## src/rtl/rtcpt_pkg.sv

```systemverilog
package rtcpt_pkg;

  // command codes
  localparam logic [1:0] CMD_TICK  = 2'd0;
  localparam logic [1:0] CMD_WRITE = 2'd1;
  localparam logic [1:0] CMD_READ  = 2'd2;

  // register offsets
  localparam logic [4:0] OFF_CTRLA       = 5'd0;
  localparam logic [4:0] OFF_STATUS      = 5'd1;
  localparam logic [4:0] OFF_INTCTRL     = 5'd2;
  localparam logic [4:0] OFF_INTFLAGS    = 5'd3;
  localparam logic [4:0] OFF_CLKSEL      = 5'd7;
  localparam logic [4:0] OFF_CNTL        = 5'd8;
  localparam logic [4:0] OFF_CNTH        = 5'd9;
  localparam logic [4:0] OFF_PERL        = 5'd10;
  localparam logic [4:0] OFF_PERH        = 5'd11;
  localparam logic [4:0] OFF_CMPL        = 5'd12;
  localparam logic [4:0] OFF_CMPH        = 5'd13;
  localparam logic [4:0] OFF_PITCTRLA    = 5'd16;
  localparam logic [4:0] OFF_PITSTATUS   = 5'd17;
  localparam logic [4:0] OFF_PITINTCTRL  = 5'd18;
  localparam logic [4:0] OFF_PITINTFLAGS = 5'd19;

  // field masks and limits
  localparam logic [7:0] PRESC_FIELD    = 8'h78;
  localparam logic [1:0] OVF_BIT        = 2'h1;
  localparam logic [1:0] CMP_BIT        = 2'h2;
  localparam logic [1:0] BOTH_BITS      = 2'h3;
  localparam logic [3:0] PIT_MAX_PERIOD = 4'd14;
  localparam logic [7:0] BYTE_MASK      = 8'hff;

  // sync-busy timers
  localparam int NUM_BUSY = 5;
  localparam logic [1:0] BUSY_TICKS = 2'd2;
  localparam int TMR_CTRLA = 0;
  localparam int TMR_CNT   = 1;
  localparam int TMR_PER   = 2;
  localparam int TMR_CMP   = 3;
  localparam int TMR_PIT   = 4;

  typedef struct packed {
    logic [1:0] cmd;
    logic [4:0] reg_offset;
    logic [7:0] write_byte;
  } item_t;

  typedef struct packed {
    logic [7:0] read_byte;
    logic       counter_irq;
    logic       periodic_irq;
  } result_t;

endpackage

```

## src/rtl/rtcpt_in_stage.sv

```systemverilog
module rtcpt_in_stage (
  input  logic           clk,
  input  logic           rst_n,
  input  logic           in_valid,
  output logic           in_stall,
  input  rtcpt_pkg::item_t in_item,
  input  logic           advance,
  output logic           item_valid,
  output rtcpt_pkg::item_t item
);
  import rtcpt_pkg::*;

  logic  valid_r;
  logic  valid_nxt;
  item_t item_r;
  logic  load;

  // register is free when empty or when its transaction moves on
  assign in_stall = valid_r && !advance;
  assign load     = in_valid && !in_stall;

  always_comb begin
    valid_nxt = valid_r;
    if (advance) begin
      valid_nxt = 1'b0;
    end
    if (load) begin
      valid_nxt = 1'b1;
    end
  end

  always_ff @(posedge clk) begin
    if (!rst_n) begin
      valid_r <= 1'b0;
    end else begin
      valid_r <= valid_nxt;
    end
  end

  // payload capture
  always_ff @(posedge clk) begin
    if (load) begin
      item_r <= in_item;
    end
  end

  assign item_valid = valid_r;
  assign item       = item_r;

endmodule

```

## src/rtl/rtcpt_core.sv

```systemverilog
module rtcpt_core #(
  parameter int COUNT_BITS = 16
) (
  input  logic               clk,
  input  logic               rst_n,
  input  logic               en,
  input  rtcpt_pkg::item_t   item,
  output rtcpt_pkg::result_t res
);
  import rtcpt_pkg::*;

  localparam logic [COUNT_BITS-1:0] CNT_ONE = COUNT_BITS'(1);

  logic [7:0]            ctrla_r, ctrla_nxt;
  logic [1:0]            clksel_r, clksel_nxt;
  logic [1:0]            inten_r, inten_nxt;
  logic [1:0]            flags_r, flags_nxt;
  logic [COUNT_BITS-1:0] cnt_r, cnt_nxt;
  logic [COUNT_BITS-1:0] per_r, per_nxt;
  logic [COUNT_BITS-1:0] cmp_r, cmp_nxt;
  logic [14:0]           pphase_r, pphase_nxt;
  logic [7:0]            hlatch_r, hlatch_nxt;
  logic [7:0]            pitctrl_r, pitctrl_nxt;
  logic                  piten_r, piten_nxt;
  logic                  pitflag_r, pitflag_nxt;
  logic [14:0]           pitphase_r, pitphase_nxt;
  logic [1:0]            busy_r   [NUM_BUSY];
  logic [1:0]            busy_nxt [NUM_BUSY];

  logic [15:0]           cnt_ext, per_ext, cmp_ext;
  logic [15:0]           cnt_set16, per_set16, cmp_set16;
  logic [COUNT_BITS-1:0] cnt_set;
  logic [15:0]           cnt_set_ext;
  logic [COUNT_BITS-1:0] cnt_step;
  logic                  step_wrap;
  logic                  step_cmp;
  logic [3:0]            presc;
  logic [15:0]           pphase_inc, presc_lim;
  logic [3:0]            pit_per;
  logic                  pit_run;
  logic [15:0]           pitphase_inc, pit_lim;
  logic [7:0]            rd;

  function automatic logic [15:0] set_byte(input logic [15:0] word, input logic high,
                                           input logic [7:0] b);
    logic [15:0] w;
    if (high) begin
      w = {b, word[7:0]};
    end else begin
      w = {word[15:8], b};
    end
    return w;
  endfunction

  // byte views of the counter registers
  assign cnt_ext = 16'(cnt_r);
  assign per_ext = 16'(per_r);
  assign cmp_ext = 16'(cmp_r);

  assign cnt_set16   = set_byte(cnt_ext, item.reg_offset == OFF_CNTH, item.write_byte);
  assign per_set16   = set_byte(per_ext, item.reg_offset == OFF_PERH, item.write_byte);
  assign cmp_set16   = set_byte(cmp_ext, item.reg_offset == OFF_CMPH, item.write_byte);
  assign cnt_set     = cnt_set16[COUNT_BITS-1:0];
  assign cnt_set_ext = 16'(cnt_set);

  // one counter step: wrap at top, compare against the new value
  assign step_wrap = cnt_r >= per_r;
  assign cnt_step  = step_wrap ? '0 : cnt_r + CNT_ONE;
  assign step_cmp  = (cnt_step == cmp_r) && (cmp_r <= per_r);

  // prescaler terminal count
  assign presc      = 4'((ctrla_r & PRESC_FIELD) >> 3);
  assign pphase_inc = {1'b0, pphase_r} + 16'd1;
  assign presc_lim  = 16'd1 << presc;

  // periodic timer terminal count
  assign pit_per      = 4'((pitctrl_r & PRESC_FIELD) >> 3);
  assign pit_run      = pitctrl_r[0] && (pit_per >= 4'd1) && (pit_per <= PIT_MAX_PERIOD);
  assign pitphase_inc = {1'b0, pitphase_r} + 16'd1;
  assign pit_lim      = 16'd1 << ({1'b0, pit_per} + 5'd1);

  // next state and read data for the current transaction
  always_comb begin
    ctrla_nxt    = ctrla_r;
    clksel_nxt   = clksel_r;
    inten_nxt    = inten_r;
    flags_nxt    = flags_r;
    cnt_nxt      = cnt_r;
    per_nxt      = per_r;
    cmp_nxt      = cmp_r;
    pphase_nxt   = pphase_r;
    hlatch_nxt   = hlatch_r;
    pitctrl_nxt  = pitctrl_r;
    piten_nxt    = piten_r;
    pitflag_nxt  = pitflag_r;
    pitphase_nxt = pitphase_r;
    for (int i = 0; i < NUM_BUSY; i++) begin
      busy_nxt[i] = busy_r[i];
    end
    rd = 8'h00;

    case (item.cmd)
      CMD_TICK: begin
        for (int i = 0; i < NUM_BUSY; i++) begin
          if (busy_r[i] != 2'd0) begin
            busy_nxt[i] = busy_r[i] - 2'd1;
          end
        end
        if (ctrla_r[0]) begin
          if (pphase_inc >= presc_lim) begin
            pphase_nxt = '0;
            cnt_nxt    = cnt_step;
            if (step_wrap) begin
              flags_nxt = flags_nxt | OVF_BIT;
            end
            if (step_cmp) begin
              flags_nxt = flags_nxt | CMP_BIT;
            end
          end else begin
            pphase_nxt = pphase_inc[14:0];
          end
        end
        if (pit_run) begin
          if (pitphase_inc >= pit_lim) begin
            pitphase_nxt = '0;
            pitflag_nxt  = 1'b1;
          end else begin
            pitphase_nxt = pitphase_inc[14:0];
          end
        end
      end
      CMD_WRITE: begin
        case (item.reg_offset)
          OFF_CTRLA: begin
            ctrla_nxt           = item.write_byte;
            busy_nxt[TMR_CTRLA] = BUSY_TICKS;
            pphase_nxt          = '0;
          end
          OFF_INTCTRL: begin
            inten_nxt = item.write_byte[1:0] & BOTH_BITS;
          end
          OFF_INTFLAGS: begin
            flags_nxt = flags_r & ~item.write_byte[1:0] & BOTH_BITS;
          end
          OFF_CLKSEL: begin
            clksel_nxt   = item.write_byte[1:0];
            pphase_nxt   = '0;
            pitphase_nxt = '0;
          end
          OFF_CNTL, OFF_CNTH: begin
            cnt_nxt           = cnt_set;
            hlatch_nxt        = cnt_set_ext[15:8];
            busy_nxt[TMR_CNT] = BUSY_TICKS;
            pphase_nxt        = '0;
          end
          OFF_PERL, OFF_PERH: begin
            per_nxt           = per_set16[COUNT_BITS-1:0];
            busy_nxt[TMR_PER] = BUSY_TICKS;
            pphase_nxt        = '0;
          end
          OFF_CMPL, OFF_CMPH: begin
            cmp_nxt           = cmp_set16[COUNT_BITS-1:0];
            busy_nxt[TMR_CMP] = BUSY_TICKS;
            pphase_nxt        = '0;
          end
          OFF_PITCTRLA: begin
            pitctrl_nxt       = item.write_byte;
            busy_nxt[TMR_PIT] = BUSY_TICKS;
            pitphase_nxt      = '0;
          end
          OFF_PITINTCTRL: begin
            piten_nxt = item.write_byte[0];
          end
          OFF_PITINTFLAGS: begin
            if (item.write_byte[0]) begin
              pitflag_nxt = 1'b0;
            end
          end
          default: begin
          end
        endcase
      end
      CMD_READ: begin
        case (item.reg_offset)
          OFF_CTRLA:    rd = ctrla_r;
          OFF_STATUS: begin
            rd = {4'h0, busy_r[TMR_CMP] != 2'd0, busy_r[TMR_PER] != 2'd0,
                  busy_r[TMR_CNT] != 2'd0, busy_r[TMR_CTRLA] != 2'd0};
          end
          OFF_INTCTRL:  rd = {6'h00, inten_r};
          OFF_INTFLAGS: rd = {6'h00, flags_r};
          OFF_CLKSEL:   rd = {6'h00, clksel_r};
          OFF_CNTL: begin
            hlatch_nxt = cnt_ext[15:8];
            rd         = cnt_ext[7:0] & BYTE_MASK;
          end
          OFF_CNTH:        rd = hlatch_r;
          OFF_PERL:        rd = per_ext[7:0];
          OFF_PERH:        rd = per_ext[15:8];
          OFF_CMPL:        rd = cmp_ext[7:0];
          OFF_CMPH:        rd = cmp_ext[15:8];
          OFF_PITCTRLA:    rd = pitctrl_r;
          OFF_PITSTATUS:   rd = {7'h00, busy_r[TMR_PIT] != 2'd0};
          OFF_PITINTCTRL:  rd = {7'h00, piten_r};
          OFF_PITINTFLAGS: rd = {7'h00, pitflag_r};
          default:         rd = 8'h00;
        endcase
      end
      default: begin
      end
    endcase
  end

  // result reflects the state after the transaction
  always_comb begin
    res.read_byte    = rd;
    res.counter_irq  = |(flags_nxt & inten_nxt);
    res.periodic_irq = piten_nxt && pitflag_nxt;
  end

  // state registers
  always_ff @(posedge clk) begin
    if (!rst_n) begin
      ctrla_r    <= '0;
      clksel_r   <= '0;
      inten_r    <= '0;
      flags_r    <= '0;
      cnt_r      <= '0;
      per_r      <= '1;
      cmp_r      <= '0;
      pphase_r   <= '0;
      hlatch_r   <= '0;
      pitctrl_r  <= '0;
      piten_r    <= 1'b0;
      pitflag_r  <= 1'b0;
      pitphase_r <= '0;
      for (int i = 0; i < NUM_BUSY; i++) begin
        busy_r[i] <= '0;
      end
    end else if (en) begin
      ctrla_r    <= ctrla_nxt;
      clksel_r   <= clksel_nxt;
      inten_r    <= inten_nxt;
      flags_r    <= flags_nxt;
      cnt_r      <= cnt_nxt;
      per_r      <= per_nxt;
      cmp_r      <= cmp_nxt;
      pphase_r   <= pphase_nxt;
      hlatch_r   <= hlatch_nxt;
      pitctrl_r  <= pitctrl_nxt;
      piten_r    <= piten_nxt;
      pitflag_r  <= pitflag_nxt;
      pitphase_r <= pitphase_nxt;
      for (int i = 0; i < NUM_BUSY; i++) begin
        busy_r[i] <= busy_nxt[i];
      end
    end
  end

`ifndef SYNTHESIS
  // a ctrla write arms its busy timer
  a_ctrla_busy: assert property (@(posedge clk) disable iff (!rst_n)
    en && item.cmd == CMD_WRITE && item.reg_offset == OFF_CTRLA
    |=> busy_r[TMR_CTRLA] == BUSY_TICKS)
    else $error("ctrla write did not arm busy timer");

  // no transaction, no change of counter or flags
  a_idle_hold: assert property (@(posedge clk) disable iff (!rst_n)
    !en |=> $stable(cnt_r) && $stable(flags_r) && $stable(pitflag_r))
    else $error("state changed without a transaction");

  // pit flag is only raised by a tick
  a_pit_flag_tick: assert property (@(posedge clk) disable iff (!rst_n)
    $rose(pitflag_r) |-> $past(en && item.cmd == CMD_TICK && pit_run))
    else $error("pit flag set outside a running tick");

  // overflow flag is only raised by a tick with the counter enabled
  a_ovf_tick: assert property (@(posedge clk) disable iff (!rst_n)
    $rose(flags_r[0]) |-> $past(en && item.cmd == CMD_TICK && ctrla_r[0]))
    else $error("overflow flag set outside an enabled tick");
`endif

endmodule

```

## src/rtl/rtc_counter_with_periodic_timer_top.sv

```systemverilog
// channel  direction  handshake           payload
// in       input      in_valid/in_stall   in_cmd, in_reg_offset, in_write_byte
// out      output     out_valid/out_stall out_read_byte, out_counter_irq, out_periodic_irq
//
// one transaction per clock sustained while the result is not stalled; the result passes
// through the input register, then a single-pass state update into the result register
// the state update is combinational compares and increments in the core
// synchronous active-low reset clears all control state; no clearing pass
// a stalled result holds the pipe; the input register still takes one
// transaction while the result waits
module rtc_counter_with_periodic_timer_top #(
  parameter int COUNT_BITS = 16
) (
  input  logic       clk,
  input  logic       rst_n,
  input  logic       in_valid,
  output logic       in_stall,
  input  logic [1:0] in_cmd,
  input  logic [4:0] in_reg_offset,
  input  logic [7:0] in_write_byte,
  output logic       out_valid,
  input  logic       out_stall,
  output logic [7:0] out_read_byte,
  output logic       out_counter_irq,
  output logic       out_periodic_irq
);
  import rtcpt_pkg::*;

  item_t   in_item;
  item_t   item;
  logic    item_valid;
  logic    advance;
  result_t res;
  result_t res_r;
  logic    out_valid_r, out_valid_nxt;

  assign in_item = '{cmd: in_cmd, reg_offset: in_reg_offset, write_byte: in_write_byte};

  // the held transaction moves on when the result register is free
  assign advance = item_valid && (!out_valid_r || !out_stall);

  rtcpt_in_stage u_in_stage (
    .clk        (clk),
    .rst_n      (rst_n),
    .in_valid   (in_valid),
    .in_stall   (in_stall),
    .in_item    (in_item),
    .advance    (advance),
    .item_valid (item_valid),
    .item       (item)
  );

  rtcpt_core #(
    .COUNT_BITS (COUNT_BITS)
  ) u_core (
    .clk   (clk),
    .rst_n (rst_n),
    .en    (advance),
    .item  (item),
    .res   (res)
  );

  // result register
  always_comb begin
    out_valid_nxt = out_valid_r;
    if (!out_stall) begin
      out_valid_nxt = 1'b0;
    end
    if (advance) begin
      out_valid_nxt = 1'b1;
    end
  end

  always_ff @(posedge clk) begin
    if (!rst_n) begin
      out_valid_r <= 1'b0;
    end else begin
      out_valid_r <= out_valid_nxt;
    end
  end

  always_ff @(posedge clk) begin
    if (advance) begin
      res_r <= res;
    end
  end

  assign out_valid        = out_valid_r;
  assign out_read_byte    = res_r.read_byte;
  assign out_counter_irq  = res_r.counter_irq;
  assign out_periodic_irq = res_r.periodic_irq;

endmodule

```

## config.mk

```make
export PLATFORM = sky130hd
export DESIGN_NAME = rtc_counter_with_periodic_timer_top
export DESIGN_NICKNAME = d
export VERILOG_FILES = /design/src/rtl/rtcpt_pkg.sv /design/src/rtl/rtcpt_in_stage.sv /design/src/rtl/rtcpt_core.sv /design/src/rtl/rtc_counter_with_periodic_timer_top.sv
export SDC_FILE = /design/constraint.sdc
export NUM_CORES = 1
export LEC_CHECK = 0
export ABC_AREA = 1
export BUFFER_PORTS_ARGS = -buffer_cell sky130_fd_sc_hd__buf_2
export CAP_MARGIN = 20
export CORE_MARGIN = 2
export CORE_UTILIZATION = 45
export CTS_CLUSTER_DIAMETER = 120
export DETAILED_ROUTE_END_ITERATION = 12
export GPL_TIMING_DRIVEN = 1
export PLACE_DENSITY_LB_ADDON = 0.05
export RECOVER_POWER = 50
export SYNTH_ARGS = -nofsm -noshare
export SYNTH_HDL_FRONTEND = slang
export SYNTH_SLANG_ARGS = --single-unit
export TNS_END_PERCENT = 10
```

## constraint.sdc

```tcl
create_clock -name clk -period 2.8 [get_ports clk]
set_input_delay 0 -clock clk [delete_from_list [all_inputs] [get_ports clk]]
set_output_delay 0 -clock clk [all_outputs]
set_load 0.05 [all_outputs]
```

==> results of run 1 <==
[metal layers]
metal	track usage	wire (um)	vias to the layer above
met5	0	0	-
met4	0.138	1440	0
met3	0.0466	1360	74
met2	0.471	14200	229
met1	0.364	13500	4250
li1	-	-	4591
[final cells by class]
type | instances | area, um2
Sequential cell | 147 | 3320
Timing Repair Buffer | 132 | 1000
Multi-Input combinational cell | 926 | 5540
Clock inverter | 15 | 181
Fill cell | 1973 | 8850
Clock buffer | 17 | 425
Inverter | 169 | 639
Tap cell | 270 | 338
[per-stage QoR]
stage / cells / util / cell area (um2) / setup TNS [ns]
5_1_grt: 1676 / 0.564 / 11400 / -17.17
3_5_place_dp: 1616 / 0.507 / 10300 / -10.99
4_1_cts: 1672 / 0.556 / 11300 / -5.00
2_1_floorplan: 1285 / - / 9390 / -2.22
3_3_place_gp: 1616 / 0.507 / 10300 / -8.34
6_report: 1676 / 0.564 / 11400 / -5.41
[layout by cell type, fill, tap and decap left out, types with 31 or more instances in the layout]
cell	synthesis	final
xor2_1	32	31
nor2_1	152	144
inv_1	157	156
nand3_1	49	37
nand2_1	255	252
nand4_1	43	43
ha_1	72	68
buf_4	3	74
dfxtp_1	112	104
a21oi_1	94	91
edfxtp_1	35	35
o21ai_0	89	77
[what timing repair did]
| item | 4_1_cts | 5_1_grt |
|---|---|---|
| resized for setup | 46 | 36 |
| endpoints found under the setup margin | 51 | 51 |
| hold buffers | 18 | 0 |
| pin swaps | 25 | 21 |
| hold endpoints to repair | 17 | 0 |
| setup buffers | 5 | 4 |
| cloned | 1 | 0 |
[kinds of logic after synthesis]
kind of cell / count (synthesis)
AOI/OAI and AO/OA: 283
xor gates and xnor gates: 34
adders and majority gates: 72
buffers and inverters: 213
DFF: 147
other: 1
and+or+nand+nor: 535
[state kept, by name, indices dropped and copies added (netlist names), 2 cells and up]
| signal | flops |
|---|---|
| u_core.flags_r | 2 |
| u_core.cnt_ext | 16 |
| u_core.pitctrl_r | 8 |
| u_core.clksel_r | 2 |
| u_core.hlatch_r | 8 |
| out_read_byte | 8 |
| u_core.busy_r | 10 |
| u_core.inten_r | 2 |
| u_in_stage.item | 15 |
| u_core.cmp_ext | 16 |
| u_core.pitphase_r | 15 |
| u_core.per_ext | 16 |
| u_core.pphase_r | 15 |
| u_core.ctrla_r | 8 |
[final timing paths]
check,start,end,slack (ns),cells after the start
min,rst_n,u_core.busy_r[0][1],0.13,4
max reg2reg,u_core.pphase_r[1],u_core.flags_r[1],-0.23,22
max,u_core.pphase_r[1],u_core.flags_r[1],-0.23,22
min reg2reg,u_core.pitphase_r[14],u_core.pitphase_r[14],0.47,2
[where the power goes]
group | total (W) | internal [W] | switching [W]
sequential | 0.00227 | 0.00222 | 0.0000496
clock | 0.00235 | 0.00121 | 0.00114
combinational | 0.000435 | 0.000137 | 0.000298
total | 0.00505 | 0.00357 | 0.00148
[worst max-delay path, stage by stage, from the launching register on]
cell and delay [ns]:
dfxtp_4 0.38, nand3_4 0.09, nor3_4 0.19, nand2_1 0.08, nor2_2 0.12, nand3_2 0.11, nor3b_4 0.28, nand2_2 0.09
o21ai_1 0.12, nand2_1 0.08, ha_1 0.29, nand4_1 0.12, nor2_2 0.15, nand3_1 0.09, nand3_2 0.09, inv_2 0.05
buf_6 0.12, nor2_2 0.09, nand3_2 0.09, buf_4 0.15, nand3_1 0.07, nand2_1 0.07, inv_1 0.05
==> metrics.yaml, run 1 <==
cp_max_fo: 3
avgSynthCellArea_um2: 7.25
die_area_mm2: 0.0219
synth-seq-cells: 147
viasPerCell: 5.46
min_period_ns: 3.03
cts_tree: "built"
yosys.area_share.simple: 0.248
synth.most_common_cell: "nand2_1"
synth_compound_area_frac: 0.180
num_rows: 52
fmax_ghz: 0.330
diodes: 0
slew_violations: 0
whs_ns: 0.129
cp-start-kind: "flop"
num_io_pins: 31
synth_top_family_by_area: "simple AND/OR/NAND/NOR gates"
leakage_nw: 5.38
synth_edf_count: 35
dp_slack_ns: -0.312
drt_iter0_drc: 690
finalPower_w: 0.00505
nets: 1484
grt_pass1_vias: 8833
root_buffer: "clkbuf_16"
max_cap_violations: 0
fin_crit_sh: 1.08
end_kind: "flop"
max_slew.worst_pin.slew_ns: 1.14
hp-class: "input pin to flop"
powerDensity_mw_per_mm2: 442
violations: "negative setup slack"
synthAdderAreaFrac: 0.0968
drt_wl_total_um: 30500
drive_gt1_frac: 0.164
path_class: "flop to flop"
syn_nets: 1376
cts_sinks: 147
globalRoute.totalOverflow: 0
rsz0062_at_grt: "true"
synth_top_area_frac: 0.241
status: "complete, but fails checks"
fp.coreArea_mm2: 0.0203
clock_skew_ns: 0.0116
dr_total_vias: 9144
hpwl_um: 22600
ys_top_cells_by_count: "255 x nand2_1, 157 x inv_1, 152 x nor2_1"
ant_nets: 0
ys_top_cells_by_area: "dfxtp_1 24%, edfxtp_1 11%, nand2_1 10%"
synthFlopType: "dfxtp_1"
irDropWorstVdd_mv: 0.356
async_flop_share: 0
wire_per_inst_um: 18.2
grt_max_degree: 68
ys_seq_area_frac: 0.354
first_pass_iters: 6
setup_violations: 47
htree_levels: 4
cp.arrival_ns: 3.41
grt_pass1_wl_um: 47900
yosysTopAreaCell: "dfxtp_1"
worst_slack_ns: -0.231
grt_antenna_before_repair: 0
drc: 0
die_x_um: 148
clk_latency_ns: 0.44
synth_area_mm2: 0.00931
gp_congestion: 0.987
muxShareOfSynthArea: 0
dieHeight_um: 148
ys_types: 51
cp_data_required_time_ns: 3.18
synth_cells: 1285
grt.total_usage: 0.285
area_delta_synth_final_pct: 22.9
cts_buffer_depth: 2
maxSlewHeadroom: 0.242
hold_viol: 0
path_clk_slew_ns: 0.07
start_util: 0.459
io_buffer_count: 30
cts_made_buffers: 17
synth_xor_area_frac: 0.0320
ys_warn_count: 0
No activity file was read; power rests on OpenSTA's default activity.
==> inputs of run 2 (changes only) <==
--- a/config.mk
+++ b/config.mk
@@ -9,7 +9,7 @@
 export BUFFER_PORTS_ARGS = -buffer_cell sky130_fd_sc_hd__buf_2
 export CAP_MARGIN = 20
 export CORE_MARGIN = 2
-export CORE_UTILIZATION = 45
+export CORE_UTILIZATION = 35
 export CTS_CLUSTER_DIAMETER = 120
 export DETAILED_ROUTE_END_ITERATION = 12
 export GPL_TIMING_DRIVEN = 1
==> metrics.yaml, run 2 (synthesized netlist as in run 1, its figures left out) <==
status: "complete, but fails checks"
violations: "negative setup slack"
setup_violations: 50
cp_data_required_time_ns: 3.13
die_area_mm2: 0.0279
grt_pass1_wl_um: 50800
holdPathStages: 4
fp.coreArea_mm2: 0.0261
num_rows: 59
viasPerCell: 5.26
dr_total_vias: 9205
fin_crit_sh: 1.14
ant_nets: 0
fin_util: 0.449
drt_wl_total_um: 32500
area_delta_synth_final_pct: 25.6
rrSetupSlack_ns: -0.38
hpwl_um: 24100
final-instance-count-excl-fill: 1751
hp-class: "input pin to flop"
drive_gt1_frac: 0.173
r2r_end: "u_core.cnt_ext[15]"
htree_levels: 4
grt_max_degree: 68
cts_sinks: 147
fmax_ghz: 0.314
cp-start-kind: "flop"
cts_made_buffers: 17
leakage_nw: 5.43
max_slew.worst_pin.slew_ns: 1.32
mostFrequentLayoutCell: "nand2_1"
grt_antenna_before_repair: 0
reg2regPathDepth: 21
first_pass_iters: 6
dr.max_layer_used: "met4"
maxSlewHeadroom: 0.120
reg2reg_from: "u_core.pphase_r[1]"
worstHoldStart: "rst_n"
root_buffer: "clkbuf_16"
num_io_pins: 31
path_class: "flop to flop"
clock_skew_ns: 0.00868
powerDensity_mw_per_mm2: 448
worst_slack_ns: -0.381
rsz0062_at_grt: "true"
cts_tree: "built"
end_kind: "flop"
grt.total_usage: 0.235
nets: 1494
start_util: 0.357
cp.arrival_ns: 3.51
crit_end: "u_core.cnt_ext[15]"
max_stage_delay_ns: 0.38
met1_length_um: 15300
layout_common_cells: "252 x nand2_1, 158 x inv_1, 143 x nor2_1, 105 x dfxtp_1, 88 x a21oi_1"
grt_pass1_vias: 8863
crit_start: "u_core.pphase_r[1]"
gp_congestion: 0.929
wire_per_inst_um: 18.6
drc: 0
irDropWorstVdd_mv: 0.319
slew_violations: 0
clk_latency_ns: 0.43
drt_iter0_drc: 662
min_period_ns: 3.18
wl_met3_um: 1410
hold_viol: 0
place_inst: 1692
path_clk_slew_ns: 0.07
io_buffer_count: 30
max_cap_violations: 0
multi_input_area_mm2: 0.00560
crit_chain: "nand3_4, nor3_4, nand2_1, nor2_2, nand3_2, nor3b_4, nand2_1, o21ai_1, nand2_1, ha_4, nand4_1, nor2_2, nand3_2, nand3_2, inv_2, nand2_2, nand3_4, buf_12, clkbuf_16, a21oi_2, nor2_1"
dr_wl_met2_um: 15100
die_x_um: 167
diodes: 0
globalRoute.totalOverflow: 0
seq_area_mm2: 0.00331
finalPower_w: 0.00524
cts_buffer_depth: 2
num-fill-cells: 2707
cp_max_fo: 4
dieHeight_um: 167
slowest_stage: "dfxtp_4"
-- run 2: cell types whose count changed in the layout (fill, tap and decap cells not counted), moves of 4 or more --
cell / before / now
buf_4: 74 / 85
a22oi_1: 15 / 8
a22oi_2: 8 / 15
clkinv_8: 5 / 0
clkinvlp_4: 0 / 5
inv_8: 5 / 0
bufinv_16: 0 / 4
-- run 2: critical path, delay by kind of cell, from the launching register on --
family                     cells  cell delay (ns)
and+or+nand+nor               15             1.78
buffers and inverters          3             0.36
DFF                            1             0.38
AOI/OAI and AO/OA              2             0.25
adders and majority gates      1             0.29
-- run 2: power by group --
group          internal, W  switching (W)
clock network      0.00150        0.00102
registers          0.00222      0.0000448
logic             0.000137       0.000312
total              0.00387        0.00137
-- run 2: stage by stage --
stage          instance area [um2]  hold WS (ns)  TNS, ns  setup WS [ns]
2_1_floorplan                 9390        0.0989    -2.22         -0.174
3_3_place_gp                 10400         0.177   -16.76         -0.504
3_5_place_dp                 10400         0.178   -16.40         -0.483
4_1_cts                      11400         0.128   -10.25         -0.422
5_1_grt                      11700         0.153   -23.36         -0.631
6_report                     11700         0.128    -9.56         -0.381
-- run 2: how the worst min path moves through the flow --
stage | to | slack, ns
detailed placement | u_in_stage.item[1] | 0.18
CTS | u_core.busy_r[0][8] | 0.13
global route | u_core.busy_r[0][8] | 0.15
floorplan | u_in_stage.item[0] | 0.1
global placement | u_in_stage.item[4] | 0.18
finish | u_core.busy_r[0][4] | 0.13
-- run 2: timing repair --
action                                  CTS  global route
gates resized for setup                  42            42
setup buffers                             1             6
endpoints found under the setup margin   51            51
pin swaps                                30            27
endpoints found under the hold margin    17             0
hold buffers                             18             0
cloned                                    1             1
-- run 2: layout make-up --
class	instances	area share
tap	335	0.0358
multi-input combinational	926	0.479
sequential	147	0.283
inverter	169	0.0545
clock inverter	14	0.0172
timing repair buffer	142	0.0940
clock buffer	18	0.0367
-- run 2: layer usage --
| layer | GRT usage | vias up |
|---|---|---|
| li1 | - | 4601 |
| met1 | 0.323 | 4354 |
| met2 | 0.383 | 214 |
| met3 | 0.0338 | 36 |
| met4 | 0.0738 | 0 |
| met5 | 0 | - |
